<file path="src/design/cddd_pkg.sv">
`timescale 1ns / 1ps
package cddd_pkg;

  localparam int YEAR_BITS  = 16;
  localparam int MONTH_BITS = 4;
  localparam int DAY_BITS   = 5;
  localparam int DIFF_BITS  = 26;

  localparam int DATE_BITS   = YEAR_BITS + MONTH_BITS + DAY_BITS;
  localparam int IN_BITS     = 2 * (YEAR_BITS + MONTH_BITS + DAY_BITS);
  localparam int IN_TDATA_W  = ((IN_BITS + 7) / 8) * 8;
  localparam int OUT_BITS    = DIFF_BITS + 2 + 1 + 1;
  localparam int OUT_TDATA_W = ((OUT_BITS + 7) / 8) * 8;

  // biased year and floor division by 400 through a reciprocal of 25
  localparam int UBITS       = YEAR_BITS + 1;
  localparam int XBITS       = YEAR_BITS - 3;
  localparam int RECIP_SHIFT = XBITS + 5;
  localparam int RBITS       = XBITS + 1;
  localparam int PBITS       = XBITS + RBITS;
  localparam int QBITS       = YEAR_BITS - 7;
  localparam int ERA_BITS    = YEAR_BITS - 6;
  localparam int YOE_BITS    = 9;
  localparam int DOY_BITS    = 9;
  localparam int DOE_BITS    = 18;
  localparam int DNUM_BITS   = YEAR_BITS + 10;
  localparam int WIDE_BITS   = (YEAR_BITS + 11 > DIFF_BITS + 1) ? YEAR_BITS + 11 : DIFF_BITS + 1;

  localparam int YEARS_PER_ERA = 400;
  localparam int DAYS_PER_YEAR = 365;
  localparam int DAYS_PER_ERA  = 146097;
  localparam int EPOCH_DAYS    = 719468;

  localparam logic [63:0] RECIP_25 = (64'd1 << RECIP_SHIFT) / 64'd25 + 64'd1;
  localparam longint ERA_BIAS = (longint'(1) << (YEAR_BITS - 1)) / YEARS_PER_ERA + 1;
  localparam logic [UBITS-1:0] YEAR_OFS = UBITS'(ERA_BIAS * YEARS_PER_ERA);

  localparam logic signed [WIDE_BITS-1:0] DIFF_MAX =
    WIDE_BITS'((longint'(1) << (DIFF_BITS - 1)) - 1);
  localparam logic signed [WIDE_BITS-1:0] DIFF_MIN =
    WIDE_BITS'(-(longint'(1) << (DIFF_BITS - 1)));

  localparam logic [MONTH_BITS-1:0] JANUARY  = 4'd1;
  localparam logic [MONTH_BITS-1:0] FEBRUARY = 4'd2;
  localparam logic [MONTH_BITS-1:0] DECEMBER = 4'd12;
  localparam logic [DAY_BITS-1:0]   LEAP_FEB_DAYS = 5'd29;

  typedef enum logic [1:0] {
    ORD_EARLIER = 2'd0,
    ORD_SAME    = 2'd1,
    ORD_LATER   = 2'd2
  } order_t;

  typedef struct packed {
    logic s1;
    logic s2;
    logic s3;
  } lane_en_t;

  typedef struct packed {
    logic diff;
    logic out;
  } merge_en_t;

  function automatic logic [DAY_BITS-1:0] month_len(input logic [MONTH_BITS-1:0] m);
    logic [DAY_BITS-1:0] len;
    unique case (m)
      4'd1, 4'd3, 4'd5, 4'd7, 4'd8, 4'd10, 4'd12: len = 5'd31;
      4'd4, 4'd6, 4'd9, 4'd11:                   len = 5'd30;
      4'd2:                                      len = 5'd28;
      default:                                   len = 5'd0;
    endcase
    return len;
  endfunction

  // days from March 1 to the first of the month
  function automatic logic [DOY_BITS-1:0] march_offset(input logic [MONTH_BITS-1:0] m);
    logic [DOY_BITS-1:0] ofs;
    unique case (m)
      4'd3:    ofs = 9'd0;
      4'd4:    ofs = 9'd31;
      4'd5:    ofs = 9'd61;
      4'd6:    ofs = 9'd92;
      4'd7:    ofs = 9'd122;
      4'd8:    ofs = 9'd153;
      4'd9:    ofs = 9'd184;
      4'd10:   ofs = 9'd214;
      4'd11:   ofs = 9'd245;
      4'd12:   ofs = 9'd275;
      4'd1:    ofs = 9'd306;
      4'd2:    ofs = 9'd337;
      default: ofs = 9'd0;
    endcase
    return ofs;
  endfunction

endpackage

</file>
<file path="src/design/cddd_lane.sv">
`timescale 1ns / 1ps
module cddd_lane (
  input  logic                                   clk,
  input  cddd_pkg::lane_en_t                     en,
  input  logic signed [cddd_pkg::YEAR_BITS-1:0]  year,
  input  logic [cddd_pkg::MONTH_BITS-1:0]        month,
  input  logic [cddd_pkg::DAY_BITS-1:0]          day,
  output logic signed [cddd_pkg::DNUM_BITS-1:0]  day_num,
  output logic                                   date_ok
);

  // stage 1: shift year to March base, bias, divide by 400
  logic                                   before_mar;
  logic signed [cddd_pkg::UBITS-1:0]      yp;
  logic [cddd_pkg::UBITS-1:0]             u_nxt;
  logic [cddd_pkg::XBITS-1:0]             x;
  logic [cddd_pkg::PBITS-1:0]             prod;
  logic [cddd_pkg::QBITS-1:0]             q_nxt;
  logic [cddd_pkg::DOY_BITS-1:0]          doy_nxt;
  logic                                   mok_nxt;

  logic [cddd_pkg::UBITS-1:0]             u_r;
  logic [cddd_pkg::QBITS-1:0]             q_r;
  logic [cddd_pkg::DOY_BITS-1:0]          doy_r;
  logic                                   feb_r;
  logic                                   mok_r;
  logic [cddd_pkg::DAY_BITS-1:0]          day_r;
  logic [cddd_pkg::DAY_BITS-1:0]          mlen_r;

  always_comb begin
    before_mar = (month <= cddd_pkg::FEBRUARY);
    yp         = cddd_pkg::UBITS'(year) - cddd_pkg::UBITS'(before_mar);
    u_nxt      = cddd_pkg::UBITS'(yp) + cddd_pkg::YEAR_OFS;
    x          = u_nxt[cddd_pkg::UBITS-1:4];
    prod       = cddd_pkg::PBITS'(x) * cddd_pkg::PBITS'(cddd_pkg::RECIP_25);
    q_nxt      = prod[cddd_pkg::RECIP_SHIFT +: cddd_pkg::QBITS];
    doy_nxt    = cddd_pkg::march_offset(month) + cddd_pkg::DOY_BITS'(day)
                 - cddd_pkg::DOY_BITS'(1);
    mok_nxt    = (month >= cddd_pkg::JANUARY) && (month <= cddd_pkg::DECEMBER);
  end

  always_ff @(posedge clk) begin
    if (en.s1) begin
      u_r    <= u_nxt;
      q_r    <= q_nxt;
      doy_r  <= doy_nxt;
      feb_r  <= (month == cddd_pkg::FEBRUARY);
      mok_r  <= mok_nxt;
      day_r  <= day;
      mlen_r <= cddd_pkg::month_len(month);
    end
  end

  // stage 2: year of era, era, day of era, leap check
  logic [cddd_pkg::UBITS-1:0]             yoe_full;
  logic [cddd_pkg::YOE_BITS-1:0]          yoe;
  logic [cddd_pkg::YOE_BITS-1:0]          yoe_n;
  logic [1:0]                             cent;
  logic                                   leap;
  logic [cddd_pkg::DAY_BITS-1:0]          mlen;
  logic signed [cddd_pkg::ERA_BITS-1:0]   era_nxt;
  logic [cddd_pkg::DOE_BITS-1:0]          doe_nxt;
  logic                                   ok_nxt;

  logic signed [cddd_pkg::ERA_BITS-1:0]   era_r;
  logic [cddd_pkg::DOE_BITS-1:0]          doe_r;
  logic                                   ok_r;

  always_comb begin
    yoe_full = u_r - cddd_pkg::UBITS'(cddd_pkg::UBITS'(q_r)
               * cddd_pkg::UBITS'(cddd_pkg::YEARS_PER_ERA));
    yoe      = yoe_full[cddd_pkg::YOE_BITS-1:0];
    era_nxt  = cddd_pkg::ERA_BITS'($signed({1'b0, q_r}))
               - cddd_pkg::ERA_BITS'(cddd_pkg::ERA_BIAS);
    if (yoe >= 9'd300) begin
      cent = 2'd3;
    end else if (yoe >= 9'd200) begin
      cent = 2'd2;
    end else if (yoe >= 9'd100) begin
      cent = 2'd1;
    end else begin
      cent = 2'd0;
    end
    doe_nxt  = cddd_pkg::DOE_BITS'(yoe) * cddd_pkg::DOE_BITS'(cddd_pkg::DAYS_PER_YEAR)
               + cddd_pkg::DOE_BITS'(yoe >> 2) - cddd_pkg::DOE_BITS'(cent)
               + cddd_pkg::DOE_BITS'(doy_r);
    // calendar year of a February date is one past the March-based year
    yoe_n    = (yoe == 9'd399) ? 9'd0 : yoe + 9'd1;
    leap     = (yoe_n[1:0] == 2'd0)
               && ((yoe_n == 9'd0)
                   || !((yoe_n == 9'd100) || (yoe_n == 9'd200) || (yoe_n == 9'd300)));
    mlen     = (feb_r && leap) ? cddd_pkg::LEAP_FEB_DAYS : mlen_r;
    ok_nxt   = mok_r && (day_r != '0) && (day_r <= mlen);
  end

  always_ff @(posedge clk) begin
    if (en.s2) begin
      era_r <= era_nxt;
      doe_r <= doe_nxt;
      ok_r  <= ok_nxt;
    end
  end

  // stage 3: day number from the epoch
  logic signed [cddd_pkg::DNUM_BITS-1:0]  day_num_nxt;
  logic signed [cddd_pkg::DNUM_BITS-1:0]  day_num_r;
  logic                                   date_ok_r;

  always_comb begin
    day_num_nxt = cddd_pkg::DNUM_BITS'(era_r) * cddd_pkg::DNUM_BITS'(cddd_pkg::DAYS_PER_ERA)
                  + cddd_pkg::DNUM_BITS'($signed({1'b0, doe_r}))
                  - cddd_pkg::DNUM_BITS'(cddd_pkg::EPOCH_DAYS);
  end

  always_ff @(posedge clk) begin
    if (en.s3) begin
      day_num_r <= day_num_nxt;
      date_ok_r <= ok_r;
    end
  end

  assign day_num = day_num_r;
  assign date_ok = date_ok_r;

endmodule

</file>
<file path="src/design/cddd_merge.sv">
`timescale 1ns / 1ps
module cddd_merge (
  input  logic                                   clk,
  input  cddd_pkg::merge_en_t                    en,
  input  logic signed [cddd_pkg::DNUM_BITS-1:0]  day_num_a,
  input  logic signed [cddd_pkg::DNUM_BITS-1:0]  day_num_b,
  input  logic                                   ok_a,
  input  logic                                   ok_b,
  output logic signed [cddd_pkg::DIFF_BITS-1:0]  days_between,
  output cddd_pkg::order_t                       order_code,
  output logic                                   first_valid,
  output logic                                   second_valid
);

  logic signed [cddd_pkg::WIDE_BITS-1:0]  diff_nxt;
  logic signed [cddd_pkg::WIDE_BITS-1:0]  diff_r;
  logic                                   va_r;
  logic                                   vb_r;

  always_comb begin
    diff_nxt = cddd_pkg::WIDE_BITS'(day_num_b) - cddd_pkg::WIDE_BITS'(day_num_a);
  end

  always_ff @(posedge clk) begin
    if (en.diff) begin
      diff_r <= diff_nxt;
      va_r   <= ok_a;
      vb_r   <= ok_b;
    end
  end

  logic signed [cddd_pkg::DIFF_BITS-1:0]  days_nxt;
  cddd_pkg::order_t                       order_nxt;
  logic signed [cddd_pkg::DIFF_BITS-1:0]  days_between_r;
  cddd_pkg::order_t                       order_code_r;
  logic                                   first_valid_r;
  logic                                   second_valid_r;

  always_comb begin
    days_nxt  = '0;
    order_nxt = cddd_pkg::ORD_EARLIER;
    if (va_r && vb_r) begin
      if (diff_r > cddd_pkg::DIFF_MAX) begin
        days_nxt = cddd_pkg::DIFF_BITS'(cddd_pkg::DIFF_MAX);
      end else if (diff_r < cddd_pkg::DIFF_MIN) begin
        days_nxt = cddd_pkg::DIFF_BITS'(cddd_pkg::DIFF_MIN);
      end else begin
        days_nxt = cddd_pkg::DIFF_BITS'(diff_r);
      end
      if (diff_r == '0) begin
        order_nxt = cddd_pkg::ORD_SAME;
      end else if (diff_r[cddd_pkg::WIDE_BITS-1]) begin
        order_nxt = cddd_pkg::ORD_LATER;
      end else begin
        order_nxt = cddd_pkg::ORD_EARLIER;
      end
    end
  end

  always_ff @(posedge clk) begin
    if (en.out) begin
      days_between_r <= days_nxt;
      order_code_r   <= order_nxt;
      first_valid_r  <= va_r;
      second_valid_r <= vb_r;
    end
  end

  assign days_between = days_between_r;
  assign order_code   = order_code_r;
  assign first_valid  = first_valid_r;
  assign second_valid = second_valid_r;

endmodule

</file>
<file path="src/design/civil_date_day_difference_top.sv">
`timescale 1ns / 1ps
// Signed day count between two proleptic Gregorian dates.
// Input channel in_*: one request carries two dates (year, month, day each).
// Output channel out_*: one result per request with the day difference
// (second minus first, saturated to 26 bits), an order code and one
// validity flag per date. Difference and order are zero when either date
// fails its month or day check.
// Each date lane registers the divide by 400, the day of era and the epoch
// multiply; the merge then registers the subtract and the output.
// Throughput: one request per cycle while out_tready is high; both dates
// are handled side by side in two lanes with no shared unit.
// Reset (rst_n low, synchronous) drops every request in flight and clears
// out_tvalid; no clearing pass is needed.
// When the receiver holds out_tready low the result stays on out_tdata;
// bubbles in the pipeline still fill, and in_tready falls only once all
// five stages hold a request.
module civil_date_day_difference_top (
  input  logic                                clk,
  input  logic                                rst_n,
  input  logic                                in_tvalid,
  output logic                                in_tready,
  // year_a, month_a, day_a, year_b, month_b, day_b, zero pad
  input  logic [cddd_pkg::IN_TDATA_W-1:0]     in_tdata,
  output logic                                out_tvalid,
  input  logic                                out_tready,
  // days_between, order_code, first_valid, second_valid, zero pad
  output logic [cddd_pkg::OUT_TDATA_W-1:0]    out_tdata
);

  logic signed [cddd_pkg::YEAR_BITS-1:0]  year_a;
  logic [cddd_pkg::MONTH_BITS-1:0]        month_a;
  logic [cddd_pkg::DAY_BITS-1:0]          day_a;
  logic signed [cddd_pkg::YEAR_BITS-1:0]  year_b;
  logic [cddd_pkg::MONTH_BITS-1:0]        month_b;
  logic [cddd_pkg::DAY_BITS-1:0]          day_b;

  assign year_a  = in_tdata[0 +: cddd_pkg::YEAR_BITS];
  assign month_a = in_tdata[cddd_pkg::YEAR_BITS +: cddd_pkg::MONTH_BITS];
  assign day_a   = in_tdata[cddd_pkg::YEAR_BITS + cddd_pkg::MONTH_BITS +: cddd_pkg::DAY_BITS];
  assign year_b  = in_tdata[cddd_pkg::DATE_BITS +: cddd_pkg::YEAR_BITS];
  assign month_b = in_tdata[cddd_pkg::DATE_BITS + cddd_pkg::YEAR_BITS +: cddd_pkg::MONTH_BITS];
  assign day_b   = in_tdata[cddd_pkg::DATE_BITS + cddd_pkg::YEAR_BITS + cddd_pkg::MONTH_BITS +:
                            cddd_pkg::DAY_BITS];

  // pipeline occupancy and stage advance
  logic [4:0] v_r;
  logic [4:0] v_nxt;
  logic [4:0] adv;
  logic [4:0] load;

  always_comb begin
    adv[4]  = !v_r[4] || out_tready;
    adv[3]  = !v_r[3] || adv[4];
    adv[2]  = !v_r[2] || adv[3];
    adv[1]  = !v_r[1] || adv[2];
    adv[0]  = !v_r[0] || adv[1];
    load[0] = adv[0] && in_tvalid;
    load[1] = adv[1] && v_r[0];
    load[2] = adv[2] && v_r[1];
    load[3] = adv[3] && v_r[2];
    load[4] = adv[4] && v_r[3];
    v_nxt[0] = adv[0] ? in_tvalid : v_r[0];
    v_nxt[1] = adv[1] ? v_r[0]    : v_r[1];
    v_nxt[2] = adv[2] ? v_r[1]    : v_r[2];
    v_nxt[3] = adv[3] ? v_r[2]    : v_r[3];
    v_nxt[4] = adv[4] ? v_r[3]    : v_r[4];
  end

  always_ff @(posedge clk) begin
    if (!rst_n) begin
      v_r <= '0;
    end else begin
      v_r <= v_nxt;
    end
  end

  cddd_pkg::lane_en_t   lane_en;
  cddd_pkg::merge_en_t  merge_en;

  assign lane_en.s1    = load[0];
  assign lane_en.s2    = load[1];
  assign lane_en.s3    = load[2];
  assign merge_en.diff = load[3];
  assign merge_en.out  = load[4];

  logic signed [cddd_pkg::DNUM_BITS-1:0]  day_num_a;
  logic signed [cddd_pkg::DNUM_BITS-1:0]  day_num_b;
  logic                                   ok_a;
  logic                                   ok_b;

  cddd_lane u_lane_a (
    .clk     (clk),
    .en      (lane_en),
    .year    (year_a),
    .month   (month_a),
    .day     (day_a),
    .day_num (day_num_a),
    .date_ok (ok_a)
  );

  cddd_lane u_lane_b (
    .clk     (clk),
    .en      (lane_en),
    .year    (year_b),
    .month   (month_b),
    .day     (day_b),
    .day_num (day_num_b),
    .date_ok (ok_b)
  );

  logic signed [cddd_pkg::DIFF_BITS-1:0]  days_between;
  cddd_pkg::order_t                       order_code;
  logic                                   first_valid;
  logic                                   second_valid;

  cddd_merge u_merge (
    .clk          (clk),
    .en           (merge_en),
    .day_num_a    (day_num_a),
    .day_num_b    (day_num_b),
    .ok_a         (ok_a),
    .ok_b         (ok_b),
    .days_between (days_between),
    .order_code   (order_code),
    .first_valid  (first_valid),
    .second_valid (second_valid)
  );

  assign in_tready  = adv[0];
  assign out_tvalid = v_r[4];
  assign out_tdata  = cddd_pkg::OUT_TDATA_W'({second_valid, first_valid,
                                             2'(order_code), days_between});

  a_stall_only_at_full: assert property (@(posedge clk) disable iff (!rst_n)
    !in_tready |-> (out_tvalid && !out_tready))
    else $error("input stalled while pipeline has room");

  a_same_zero: assert property (@(posedge clk) disable iff (!rst_n)
    (out_tvalid && order_code == cddd_pkg::ORD_SAME) |-> (days_between == '0))
    else $error("same-day result with nonzero difference");

  a_invalid_zero: assert property (@(posedge clk) disable iff (!rst_n)
    (out_tvalid && !(first_valid && second_valid))
      |-> (days_between == '0 && order_code == cddd_pkg::ORD_EARLIER))
    else $error("invalid date pair with nonzero result");

  a_order_sign: assert property (@(posedge clk) disable iff (!rst_n)
    (out_tvalid && first_valid && second_valid && order_code == cddd_pkg::ORD_EARLIER)
      |-> (!days_between[cddd_pkg::DIFF_BITS-1] && days_between != '0))
    else $error("order code disagrees with sign of difference");

endmodule

</file>
<file path="config.mk">
export PLATFORM = sky130hd
export DESIGN_NAME = civil_date_day_difference_top
export DESIGN_NICKNAME = d
export VERILOG_FILES = /design/src/design/cddd_pkg.sv /design/src/design/cddd_lane.sv /design/src/design/cddd_merge.sv /design/src/design/civil_date_day_difference_top.sv
export SDC_FILE = /design/constraint.sdc
export NUM_CORES = 2
export LEC_CHECK = 0
export BUFFER_PORTS_ARGS = -buffer_cell sky130_fd_sc_hd__buf_4
export CELL_PAD_IN_SITES_DETAIL_PLACEMENT = 1
export CELL_PAD_IN_SITES_GLOBAL_PLACEMENT = 2
export CORE_AREA = 5 5 244 294
export DETAILED_ROUTE_END_ITERATION = 7
export DIE_AREA = 0 0 249 299
export PLACE_DENSITY_LB_ADDON = 0.1
export SLEW_MARGIN = 15
export SYNTH_ARGS = -nofsm -noshare
export SYNTH_HDL_FRONTEND = slang
export SYNTH_SLANG_ARGS = --single-unit
</file>
<file path="constraint.sdc">
create_clock -name clk -period 13.45 [get_ports clk]
set_input_delay 1.345 -clock clk [delete_from_list [all_inputs] [get_ports clk]]
set_output_delay 1.345 -clock clk [all_outputs]
set_load 0.1 [all_outputs]
</file>
==> results_dict.tcl <==
set metrics [dict create \
    crit_family "adder cells" \
    cts_buffers 29 \
    worst_r2r_path_depth 31 \
    cts_tree "built" \
    max_slew_margin_pct 33.0 \
    synthCells 3062 \
    hp-class "flop to flop" \
    clk_pin_slew_worst_paths_ps 70 \
    synth_area_leaders "ha_1 24%, edfxtp_1 23%, fa_1 21%" \
    crit_arrival_ps 10060 \
    worstPathRequired_ps 13790 \
    ctsHoldBuffers 0 \
    hold_violations 0 \
    critPathMostFrequentCell "inv_1" \
    htree_levels 1 \
    tns_ps 0 \
    worstSetupPathType "input pin to flop" \
    start_util_pct 46.3 \
    first_pass_iters 4 \
    worst-path-max-fanout 6 \
    clock-sinks 250 \
    grt_start_max_net_pins 75 \
    clockBufferDepth 3 \
    cp_num_buf_inv 10 \
    ant_nets 0 \
    netlist_area_um2 31800 \
    finalSetupViolCount 0 \
    instances_no_fill 4111 \
    rsz0062_at_grt "no" \
    synth-seq-cells 250 \
    status "finished, final reports clean" \
    cp.depth 38 \
    cts_root_buffer "clkbuf_16" \
    die_area_um2 74500 \
    antenna_cells 0 \
    drive_above_1_share_pct 5.23 \
    synthArstFlopShare_pct 0 \
    core_area_um2 68800 \
    max_stage_delay_ps 590 \
    holdPathStages 0 \
    drt_drc_violations_left 0 \
    worst-slew-pin-transition_ps 997 \
    cap_violations 0 \
    fin_util_pct 50.4 \
    drt-vias-per-instance 5.13 \
    grt_pass1_wl_mm 124 \
    rows 106 \
    clkLatencyLatePin_ps 570 \
    io_buffers 85 \
    skew_ps 14.8 \
    hpwlAfterDp_mm 64.1 \
    synth_top_area_share_pct 24.3 \
    synthToLayoutAreaGrowth_pct 8.90 \
    finalCritPeriodShare_pct 72.3 \
    synth_warnings 0 \
    synth_ff_type "edfxtp_1" \
    maxSlewViolCount 0 \
    critPathLaunchType "input pin" \
    num_io_pins 94 \
    stdcell_area_um2 34700 \
    drt_iter0_drc 541 \
    dp_cells 4059 \
    synth_cell_type_count 76 \
    placed_area_um2 33700 \
    die_h_um 299 \
    end_kind "flop" \
    grt_use_total_pct 20.1 \
    overflow 0 \
    synth_largest_area_cell "ha_1" \
    seq_area_frac_synth_pct 23.4 \
    synth_edf_count 245 \
    num_vias 21100 \
    wire_per_inst_um 17.9 \
    gp_congestion 0.890 \
    min_period_ps 9720 \
    syn_area_per_cell_um2 10.4 \
    cts_resized 0 \
    antenna_found_initial 0 \
    drt-total-wl_mm 73.5 \
    grt_pass1_vias 24400 \
    fin_nets 4192 \
    max_clock_freq_mhz 103 \
    cts_setup_buffers 0 \
    cpMaxStageDelayCell "a21boi_0" \
    dieWidth_um 249 \
]
## state kept, by name, summed over array words and instances (netlist names), 2 cells and up
name / cells
u_merge.diff_r: 27
u_lane_a.day_num: 26
u_lane_b.day_num: 26
u_merge.days_between: 26
u_lane_a.doe_r: 18
u_lane_b.doe_r: 18
u_lane_a.era_r: 10
u_lane_b.era_r: 10
u_lane_a.doy_r: 9
u_lane_a.q_r: 9
u_lane_a.u_r: 9
u_lane_b.doy_r: 9
u_lane_b.q_r: 9
u_lane_b.u_r: 9
u_lane_a.day_r: 5
u_lane_b.day_r: 5
v_r: 5
u_lane_a.mlen_r: 3
u_lane_b.mlen_r: 3
u_merge.order_code: 2
## cell usage in the layout, fill, tap and decap left out, drive strengths merged, types with 10 or more instances in the layout
master / n
nand4: 13
a211oi: 11
buf: 96
o21a: 51
fa: 341
inv: 770
edfxtp: 245
nor3: 38
nand3: 25
nor4: 18
nand2b: 27
and3: 20
xnor2: 139
a31oi: 13
nand2: 98
clkbuf: 30
a21oi: 128
o21bai: 16
xor2: 49
a21boi: 17
nor2b: 39
nor2: 116
mux2i: 10
ha: 619
a21o: 56
o21ai: 78
## per-layer routing
| layer | routed length [um] | track usage, % | part of all wire [%] | vias up |
|---|---|---|---|---|
| met5 | 0 | 0 | 0 | - |
| met1 | 30300 | 23.5 | 41 | 10500 |
| met2 | 40000 | 39.6 | 54 | 182 |
| met3 | 1400 | 1.67 | 1.9 | 85 |
| met4 | 1860 | 4.77 | 2.5 | 0 |
| li1 | - | - | - | 10300 |
## cell type report
type | count | area [um2]
clock inverter | 22 | 274
timing repair buffer | 96 | 721
sequential | 250 | 7460
tap | 918 | 1150
inverter | 758 | 2850
clock buffer | 30 | 729
fill | 7576 | 34200
multi-input combinational | 2037 | 21500
## per-stage QoR
step	worst slack [ps]	hold slack, ps
2_1_floorplan	4080	400
3_3_place_gp	3220	411
3_5_place_dp	2920	406
4_1_cts	3510	423
5_1_grt	3070	442
6_report	3730	420
## cell families after synthesis
kind of cell | synth area share (%)
DFF | 23.4
other | 0.0118
buffers and inverters | 9.20
xor gates and xnor gates | 5.49
and+or+nand+nor | 6.48
AOI/OAI and AO/OA | 9.29
muxes | 0.350
adders and majority gates | 45.8
## Yosys cell counts (4+ instances only)
master,number
xor2_1,49
and3_1,20
nand2_1,98
fa_1,341
o31ai_1,6
o21a_1,51
edfxtp_1,245
a21o_1,56
a211o_1,5
ha_1,619
a211oi_1,10
o21bai_1,16
nand2b_1,27
nor2_1,116
a22oi_1,9
nor4_1,18
nand4_1,13
or3_1,9
inv_1,758
clkbuf_1,14
o31a_1,8
o21ai_0,75
nor2b_1,38
a31oi_1,13
nand3_1,25
buf_4,4
nor3_1,38
xnor2_1,138
a21boi_0,17
dfxtp_1,5
mux2i_1,10
o211ai_1,8
or4_1,8
a21oi_1,127
## path summary, 6_finish.rpt
check / startpoint / to / slack, ps
hold reg to reg: u_lane_b.ok_r / u_lane_b.date_ok / 420
setup / recovery: in_tdata[41] / u_lane_b.q_r[8] / 3730
setup reg to reg: u_lane_b.q_r[0] / u_lane_b.doe_r[16] / 5960
hold / removal: u_lane_b.ok_r / u_lane_b.date_ok / 420
Power is left out: the tool's default activity adds up to more than one toggle a clock period on the data nets, which glitch-free logic cannot reach.
